### src/hw/rtl/scf_pkg.sv
package scf_pkg;

    // Frame layout, by byte position.
    localparam logic [4:0] POS_SPEED_L_LO  = 5'd0;
    localparam logic [4:0] POS_SPEED_L_HI  = 5'd1;
    localparam logic [4:0] POS_BATTERY     = 5'd2;
    localparam logic [4:0] POS_IR_LEFT     = 5'd3;
    localparam logic [4:0] POS_IR_LEFT_2   = 5'd4;
    localparam logic [4:0] POS_ODO_LEFT    = 5'd5;
    localparam logic [4:0] POS_SPEED_R_LO  = 5'd9;
    localparam logic [4:0] POS_SPEED_R_HI  = 5'd10;
    localparam logic [4:0] POS_IR_RIGHT    = 5'd11;
    localparam logic [4:0] POS_IR_RIGHT_2  = 5'd12;
    localparam logic [4:0] POS_ODO_RIGHT   = 5'd13;
    localparam logic [4:0] CRC_LEN         = 5'd18;
    localparam logic [4:0] POS_CRC_LO      = 5'd19;
    localparam logic [4:0] LAST_POS        = 5'd20;
    localparam logic [4:0] IDLE_POS        = 5'd21;

    localparam logic [15:0] CRC_POLY = 16'hA001;
    localparam logic [15:0] CRC_INIT = 16'hFFFF;

    // floor(n * 52429 / 2^18) equals floor(n / 5) for every 16-bit n.
    localparam logic [16:0] DIV5_RECIP = 17'd52429;
    localparam int          DIV5_SHIFT = 18;

    localparam int SPEED_W = 14;

    typedef struct packed {
        logic       last;       // transfer carries the final byte of a frame
        logic       crc_en;     // transfer carries a byte covered by the CRC
        logic       restart;    // transfer opens a new frame
        logic       at_last;    // next in-frame byte is the final one
        logic       idle;       // waiting for a frame start
    } cap_status_t;

    typedef struct packed {
        logic [7:0]         battery_level;
        logic [SPEED_W-1:0] speed_left;
        logic [SPEED_W-1:0] speed_right;
        logic [7:0]         ir_left;
        logic [7:0]         ir_right;
        logic [7:0]         ir_left_second;
        logic [7:0]         ir_right_second;
        logic [31:0]        odometer_left;
        logic [31:0]        odometer_right;
        logic [7:0]         crc_lo;
    } frame_fields_t;

    // Reflected CRC-16 update by one byte, no final xor.
    function automatic logic [15:0] crc_byte(input logic [15:0] crc, input logic [7:0] b);
        logic [15:0] c;
        c = crc ^ {8'h00, b};
        for (int i = 0; i < 8; i++) begin
            if (c[0]) begin
                c = (c >> 1) ^ CRC_POLY;
            end else begin
                c = c >> 1;
            end
        end
        return c;
    endfunction

    // Signed 16-bit value divided by five, truncated toward zero.
    function automatic logic [SPEED_W-1:0] div5(input logic [15:0] raw);
        logic [15:0] mag;
        logic [32:0] prod;
        logic [14:0] q;
        logic [14:0] q_signed;
        mag      = raw[15] ? (~raw + 16'd1) : raw;
        prod     = {1'b0, mag} * {16'h0000, DIV5_RECIP};
        q        = prod[32:DIV5_SHIFT];
        q_signed = raw[15] ? (~q + 15'd1) : q;
        return q_signed[SPEED_W-1:0];
    endfunction

endpackage

### src/hw/rtl/scf_crc16.sv
module scf_crc16 import scf_pkg::*; (
    input  logic        aclk,
    input  logic        aresetn,
    input  cap_status_t status,
    input  logic [7:0]  data_byte,
    output logic [15:0] crc
);

    logic [15:0] crc_reg;
    logic [15:0] crc_next;
    logic [15:0] crc_base;

    // A frame start always falls on a covered byte, so restart only selects the seed.
    always_comb begin
        crc_base = status.restart ? CRC_INIT : crc_reg;
        crc_next = status.crc_en ? crc_byte(crc_base, data_byte) : crc_reg;
    end

    always_ff @(posedge aclk) begin
        if (!aresetn) begin
            crc_reg <= CRC_INIT;
        end else begin
            crc_reg <= crc_next;
        end
    end

    assign crc = crc_reg;

endmodule

### src/hw/rtl/scf_frame_capture.sv
module scf_frame_capture import scf_pkg::*; (
    input  logic          aclk,
    input  logic          aresetn,
    input  logic          xfer,
    input  logic [7:0]    data_byte,
    input  logic          frame_begin,
    output cap_status_t   status,
    output frame_fields_t fields
);

    logic [4:0]         pos_reg;
    logic [4:0]         pos_next;
    logic [4:0]         eff_pos;
    logic               in_frame;
    logic               store;
    logic [7:0]         byte_reg [0:19];
    logic [SPEED_W-1:0] speed_l_reg;
    logic [SPEED_W-1:0] speed_r_reg;

    always_comb begin
        eff_pos  = frame_begin ? 5'd0 : pos_reg;
        in_frame = (eff_pos <= LAST_POS);
        store    = xfer && in_frame;
        pos_next = pos_reg;
        if (store) begin
            pos_next = (eff_pos < LAST_POS) ? (eff_pos + 5'd1) : IDLE_POS;
        end
    end

    always_ff @(posedge aclk) begin
        if (!aresetn) begin
            pos_reg <= IDLE_POS;
        end else begin
            pos_reg <= pos_next;
        end
    end

    // The final byte is never stored; it goes straight to the CRC compare.
    always_ff @(posedge aclk) begin
        if (store && eff_pos < LAST_POS) begin
            byte_reg[eff_pos] <= data_byte;
        end
    end

    // Each speed is divided as soon as both of its bytes are held.
    always_ff @(posedge aclk) begin
        if (store && eff_pos == POS_BATTERY) begin
            speed_l_reg <= div5({byte_reg[POS_SPEED_L_HI], byte_reg[POS_SPEED_L_LO]});
        end
        if (store && eff_pos == POS_IR_RIGHT) begin
            speed_r_reg <= div5({byte_reg[POS_SPEED_R_HI], byte_reg[POS_SPEED_R_LO]});
        end
    end

    always_comb begin
        status.last    = store && (eff_pos == LAST_POS);
        status.crc_en  = store && (eff_pos < CRC_LEN);
        status.restart = frame_begin;
        status.at_last = (pos_reg == LAST_POS);
        status.idle    = (pos_reg >= IDLE_POS);

        fields.battery_level   = byte_reg[POS_BATTERY];
        fields.speed_left      = speed_l_reg;
        fields.speed_right     = speed_r_reg;
        fields.ir_left         = byte_reg[POS_IR_LEFT];
        fields.ir_right        = byte_reg[POS_IR_RIGHT];
        fields.ir_left_second  = byte_reg[POS_IR_LEFT_2];
        fields.ir_right_second = byte_reg[POS_IR_RIGHT_2];
        fields.odometer_left   = {byte_reg[POS_ODO_LEFT + 5'd3], byte_reg[POS_ODO_LEFT + 5'd2],
                                  byte_reg[POS_ODO_LEFT + 5'd1], byte_reg[POS_ODO_LEFT]};
        fields.odometer_right  = {byte_reg[POS_ODO_RIGHT + 5'd3], byte_reg[POS_ODO_RIGHT + 5'd2],
                                  byte_reg[POS_ODO_RIGHT + 5'd1], byte_reg[POS_ODO_RIGHT]};
        fields.crc_lo          = byte_reg[POS_CRC_LO];
    end

endmodule

### src/hw/rtl/sensor_frame_crc_decoder.sv
// Channel  | Direction | tdata                         | tuser
// s_       | in        | data_byte[7:0]                | frame_begin
// m_       | out       | decoded frame, 136 bits       | -
//
// One byte transfer per cycle is accepted while s_tready is high; a result leaves the
// output register in the cycle after the final byte of a frame (byte 20) is taken.
// The CRC advances one byte a cycle on accepted transfers; each speed is divided on the
// transfer that follows its two bytes (byte 2 for left, byte 11 for right).
// Reset leaves the block idle until a byte with frame_begin set.
// s_tready drops only while a result is stalled and the next byte would finish a frame.
module sensor_frame_crc_decoder import scf_pkg::*; (
    input  logic         aclk,
    input  logic         aresetn,
    input  logic         s_tvalid,
    output logic         s_tready,
    input  logic [7:0]   s_tdata,   // data_byte
    input  logic [0:0]   s_tuser,   // frame_begin
    output logic         m_tvalid,
    input  logic         m_tready,
    // crc_ok, battery_level, speed_left, speed_right, ir_left, ir_right,
    // ir_left_second, ir_right_second, odometer_left, odometer_right, zero fill
    output logic [135:0] m_tdata
);

    cap_status_t   status;
    frame_fields_t fields;
    logic [15:0]   crc;
    logic          xfer;
    logic          crc_ok;
    logic [132:0]  result;
    logic          m_valid_reg;
    logic          m_valid_next;
    logic [132:0]  m_data_reg;

    assign s_tready = !(m_valid_reg && !m_tready && status.at_last);
    assign xfer     = s_tvalid && s_tready;

    scf_frame_capture u_capture (
        .aclk        (aclk),
        .aresetn     (aresetn),
        .xfer        (xfer),
        .data_byte   (s_tdata),
        .frame_begin (s_tuser[0]),
        .status      (status),
        .fields      (fields)
    );

    scf_crc16 u_crc (
        .aclk      (aclk),
        .aresetn   (aresetn),
        .status    (status),
        .data_byte (s_tdata),
        .crc       (crc)
    );

    // The received CRC is little endian: stored byte 19 low, incoming byte 20 high.
    always_comb begin
        crc_ok = ({s_tdata, fields.crc_lo} == crc);
        if (crc_ok) begin
            result = {fields.odometer_right, fields.odometer_left,
                      fields.ir_right_second, fields.ir_left_second,
                      fields.ir_right, fields.ir_left,
                      fields.speed_right, fields.speed_left,
                      fields.battery_level, 1'b1};
        end else begin
            result = '0;
        end
        m_valid_next = status.last ? 1'b1 : (m_tready ? 1'b0 : m_valid_reg);
    end

    always_ff @(posedge aclk) begin
        if (!aresetn) begin
            m_valid_reg <= 1'b0;
        end else begin
            m_valid_reg <= m_valid_next;
        end
    end

    always_ff @(posedge aclk) begin
        if (status.last) begin
            m_data_reg <= result;
        end
    end

    assign m_tvalid = m_valid_reg;
    assign m_tdata  = {3'b000, m_data_reg};

`ifndef SYNTH
    // A stalled result must never be overwritten by a new frame.
    assert property (@(posedge aclk) disable iff (!aresetn)
        (m_valid_reg && !m_tready) |-> !status.last)
        else $error("result overwritten while stalled");

    // A failed CRC clears every decoded field.
    assert property (@(posedge aclk) disable iff (!aresetn)
        (m_valid_reg && !m_tdata[0]) |-> (m_tdata[132:1] == '0))
        else $error("fields not cleared on CRC mismatch");

    // After the final byte the parser waits for a new frame start.
    assert property (@(posedge aclk) disable iff (!aresetn)
        status.last |=> status.idle)
        else $error("parser not idle after frame end");

    // A result appears in the cycle after a final byte transfer.
    assert property (@(posedge aclk) disable iff (!aresetn)
        status.last |=> m_valid_reg)
        else $error("result missing after final byte");
`endif

endmodule

### config.mk
export PLATFORM = sky130hd
export DESIGN_NAME = sensor_frame_crc_decoder
export DESIGN_NICKNAME = d
export VERILOG_FILES = /design/src/hw/rtl/scf_pkg.sv /design/src/hw/rtl/scf_crc16.sv /design/src/hw/rtl/scf_frame_capture.sv /design/src/hw/rtl/sensor_frame_crc_decoder.sv
export SDC_FILE = /design/constraint.sdc
export NUM_CORES = 1
export LEC_CHECK = 0
export ABC_CLOCK_PERIOD_IN_PS = 20200
export BUFFER_PORTS_ARGS = -buffer_cell sky130_fd_sc_hd__buf_2
export CORE_MARGIN = 3
export CORE_UTILIZATION = 61
export CTS_CLUSTER_SIZE = 14
export DETAILED_ROUTE_END_ITERATION = 8
export PLACE_DENSITY = 0.81
export SYNTH_ARGS = -nofsm -noshare
export SYNTH_HDL_FRONTEND = slang
export SYNTH_SLANG_ARGS = --single-unit
### constraint.sdc
create_clock -name aclk -period 20.2 [get_ports aclk]
set_clock_uncertainty 0.05 [all_clocks]
set_input_delay 3.03 -clock aclk [delete_from_list [all_inputs] [get_ports aclk]]
set_output_delay 3.03 -clock aclk [all_outputs]
set_load 0.05 [all_outputs]
Word level (Yosys, flattened, before mapping)
Memories as Yosys holds them, arrays and structs flattened. A register that Yosys moved wholly into a read port is not among the register bits. Cells that the tools add are included.

$add $sub $neg: 5. Multipliers: 2. $lt $le $gt $ge: 3. Equal/unequal tests: 5. Muxes and demuxes: 20. Bitwise gates (word level): 13. Reduce and logical (&&, ||, !) cells: 25.

Operators by type and width (number): $mux 16 (11); $mul 16x16->32 const B (2); $add 16x1->16 const B (2); $not 16->16 (2); $add 14x1->14 const B (2); $mux 14 (2); $not 14->14 (2); $not 2->3 (8); $eq 16x16->1 (1); $xor 16x8->16 (1); $logic_not 1->1 (15); $eq 5x5->1 const B (2); $lt 5x5->1 const B (2); $mux 5 (2); $logic_and 1x1->1 (9); $add 5x1->5 const B (1); $eq 5x2->1 const B (1); $eq 5x4->1 const B (1); $le 5x5->1 const B (1); $mux 1 (5); $reduce_bool 2->1 (1).

Bits in registers: 183. RAM bits: 160. Bits of input ports: 13. Output and inout port bits: 138. Memories kept: 1.

Memory list: u_capture.byte_reg (words 20, bits a word 8, rd ports 18, clocked after memory_dff 13, write ports 1, line scf_frame_capture.sv:16) `logic [7:0] byte_reg [0:19];`.

Logic depth before layout (Yosys ltp)
Depth after elaboration: 18. Mapped depth: 29. Depth with buffers taken out: 29.

Modules after synthesis
A second synthesis with hierarchy kept.

Cell total of the unflattened synthesis: 1899. Area, all modules: 22580.4 sq um.

By module, submodules not included: scf_frame_capture (instances 1, cells each 1481, area each 16482.1 sq um, sequential area each 5265.0 sq um); sensor_frame_crc_decoder (instances 1, cells each 309, area each 5190.0 sq um, sequential area each 4013.8 sq um); scf_crc16 (instances 1, cells each 109, area each 908.4 sq um, sequential area each 320.3 sq um).

Worst setup path after synthesis
No wires, ideal clock.

Path kind: input to register. Start: in m_tready. End: reg m_data_reg[0], enable pin. Library setup time: 0.629 ns. Arrival time: 9.341 ns. Slack: 10.180 ns. Cell stages on the path: 4. Buffers on the path: 0. Path through: nor2b_1 nand4_1 nand4_1 nor2_1.

Word-level cells in the longest chain between the ends: 7.

RTL lines: start: declaration (line sensor_frame_crc_decoder.sv:19) `input logic m_tready,`; $logic_not 1->1 (line sensor_frame_crc_decoder.sv:35) `assign s_tready = !(m_valid_reg && !m_tready && status.at_last);`; $logic_and 1x1->1 (2 in series) (line sensor_frame_crc_decoder.sv:35); $logic_not 1->1 (line sensor_frame_crc_decoder.sv:35); via s_tready (line sensor_frame_crc_decoder.sv:15) `output logic s_tready,`; $logic_and 1x1->1 (line sensor_frame_crc_decoder.sv:36) `assign xfer = s_tvalid && s_tready;`; $logic_and 1x1->1 (line scf_frame_capture.sv:23) `store = xfer && in_frame;`; $logic_and 1x1->1 (line scf_frame_capture.sv:56) `status.last = store && (eff_pos == LAST_POS);`; end signal: assignment (line sensor_frame_crc_decoder.sv:81) `m_data_reg <= result;`; end: declaration (line sensor_frame_crc_decoder.sv:33) `logic [132:0] m_data_reg;`.

The timed path passes the listed nets, and every way through them passes these cells. A chain may end at the register's enable or synchronous reset.

==> impl_metrics.json <==
{
  "pin_count": 151,
  "ys_warn_count": 0,
  "worst_path_most_repeated_cell": "inv_1",
  "fmax_mhz": 120,
  "yosysMostFrequentCell": "inv_1",
  "cts_max_level": 2,
  "yosysTopAreaCell": "edfxtp_1",
  "synth-seq-area-share": 0.423,
  "cp_slowest_cell": "or4_1",
  "synth_seq_cells": 327,
  "p_int_mw": 1.63,
  "cts-buffers-inserted": 35,
  "grt_pass1_wl_um": 81400,
  "gp_congestion": 0.998,
  "wl_per_cell_um": 19.9,
  "dieArea_mm2": 0.0395,
  "cts_tree": "done",
  "power.leakage_nw": 10.7,
  "final-setup-viol-count": 0,
  "num_rows": 70,
  "drt_iter0_markers": 1083,
  "first_global_vias": 15195,
  "finalMaxSlewViolations": 0,
  "vias": 14873,
  "antenna_cells": 0,
  "combPwrFrac": 0.483,
  "cp-start-kind": "register",
  "multiInputGateArea_mm2": 0.0118,
  "core_region_area_mm2": 0.0366,
  "pwr_density_cell_mw_per_mm2": 109,
  "postCtsSetupBuffers": 0,
  "cp.required_ns": 20.43,
  "place_ws_ns": 12.03,
  "arrival_ns": 8.56,
  "detail_route.wirelength_um": 51600,
  "cp.buffers_inverters": 5,
  "yosys-top-cells-area": "edfxtp_1 40%, ha_1 15%, fa_1 13%, inv_1 5.1%, and2_1 3.9%",
  "postLayoutCoreUtil": 0.683,
  "syn_inst": 1942,
  "area_delta_synth_final_pct": 10.2,
  "finalCriticalPeriod_ns": 8.34,
  "p_switching_mw": 1.10,
  "p_clk_frac": 0.223,
  "start_util": 0.620,
  "die_height_um": 199,
  "synthFlopType": "edfxtp_1",
  "dr.pass1.iters": 6,
  "post-route-period-util": 0.413,
  "fill_cells": 2635,
  "fp.dieW_um": 199,
  "synthesis.area_mm2": 0.0227,
  "drive_gt1_frac": 0.110,
  "worst_path_largest_cell_delay_ns": 0.59,
  "clkTransAtPathRegs_ns": 0.06,
  "outcome": "finished clean",
  "cts-hold-fix-buffers": 0,
  "ant_nets": 0,
  "async_reset_ff_frac": 0,
  "relSlewSlack": 0.154,
  "track_usage": 0.264,
  "synth_edf_count": 305,
  "rsz0062_at_grt": "no",
  "grt_max_degree": 134,
  "min_path_type": "register to register",
  "layout_setup_ws_ns": 11.86,
  "worst_pin_slew_ns": 1.26,
  "critPathKind": "register to register",
  "antenna_found_initial": 0,
  "via_per_inst": 5.75,
  "synthTopCellsByCount": "306 x inv_1, 305 x edfxtp_1, 266 x ha_1",
  "synth_top_cell_area_share": 0.404,
  "ff_latch_area_mm2": 0.00960,
  "setup_tns_ns": 0,
  "dp_hpwl_um": 38900,
  "ys_types": 80,
  "root_buffer": "clkbuf_16",
  "vdd_drop_max_v": 0.000115,
  "num-nets-final": 2521,
  "cts_sinks": 327,
  "cts-resized-gates": 0,
  "hold_viol_final": 0,
  "portBuffers": 147,
  "clk_latency_ns": 0.53,
  "largest_reg_flops": 144,
  "cp-end-kind": "register",
  "avgSynthCellArea_um2": 11.7,
  "grt-ovfl-total": 0,
  "worstPathMaxFanout": 11,
  "seq_power_share": 0.294,
  "clock_path_buffers": 3,
  "drc": 0,
  "max_cap_violations": 0,
  "path_delay_family": "adder cells",
  "swShare": 0.403
}
==> routing by layer <==
metal / vias up / global-route usage / share of wire
met5: - / 0 / 0
met4: 0 / 0.0914 / 0.032
met3: 99 / 0.0366 / 0.059
met2: 519 / 0.449 / 0.50
met1: 7341 / 0.350 / 0.41
li1: 6914 / - / -
==> cells in the final DEF, fill, tap and decap left out, types with 7 or more instances in the layout <==
cell,count
dfxtp_1,22
and2_1,142
o211ai_1,19
o21ai_1,10
a211oi_1,7
o21ai_0,53
buf_4,7
nand2_1,94
o21a_1,8
or3_1,7
clkbuf_1,10
nor2b_1,10
nor2_1,82
a21oi_1,62
nand3_1,20
clkbuf_16,35
nand2b_1,12
xor2_1,51
inv_1,306
a21o_1,21
edfxtp_1,305
buf_2,147
o31ai_1,9
and3_1,13
xnor2_1,101
nor3_1,19
ha_1,266
nand4_1,14
fa_1,148
==> area by class of cell <==
type                       count  share of cell area
clock buffer                  47              0.0376
inverter                     306              0.0460
tap                          468              0.0234
timing repair buffer         154              0.0315
clock inverter                14             0.00536
multi-input combinational   1270               0.472
sequential                   327               0.384
==> power by group through the flow <==
stage                     combinational [mW]  clock (mW)  sequential, mW
after floorplan                        0.960           0           0.860
after global placement                  1.26           0           0.814
after detailed placement                1.30           0           0.814
after CTS                               1.31       0.619           0.801
after global routing                    1.47       0.644           0.802
final                                   1.32       0.609           0.801
==> through the flow <==
step,std cells,cell area [um^2],power [mW],hold slack (ns)
3_5_place_dp,2525,23900,2.11,0.454
2_1_floorplan,1944,22700,1.82,0.420
5_1_grt,2586,25000,2.92,0.480
3_3_place_gp,2525,23900,2.07,0.450
6_report,2586,25000,2.73,0.463
4_1_cts,2586,25000,2.73,0.463
==> cell families after synthesis <==
logic type | Yosys count | synth area share
xor+xnor | 154 | 0.0606
mux | 4 | 0.00182
simple gates | 450 | 0.106
other cells | 1 | 0.000165
buf+inv | 347 | 0.0581
compound gates | 245 | 0.0734
fa+ha+maj | 414 | 0.277
flops | 327 | 0.423
==> final timing paths <==
kind | slack [ns] | cells after the start | start | end
setup / recovery | 11.86 | 25 | u_capture.byte_reg[9][7] | u_capture.speed_r_reg[12]
hold / removal | 0.46 | 1 | u_capture.byte_reg[8][1] | m_data_reg[94]
setup reg to reg | 11.86 | 25 | u_capture.byte_reg[9][7] | u_capture.speed_r_reg[12]
hold reg to reg | 0.46 | 1 | u_capture.byte_reg[8][1] | m_data_reg[94]
Note: power is estimated with default switching activity, not from simulation.
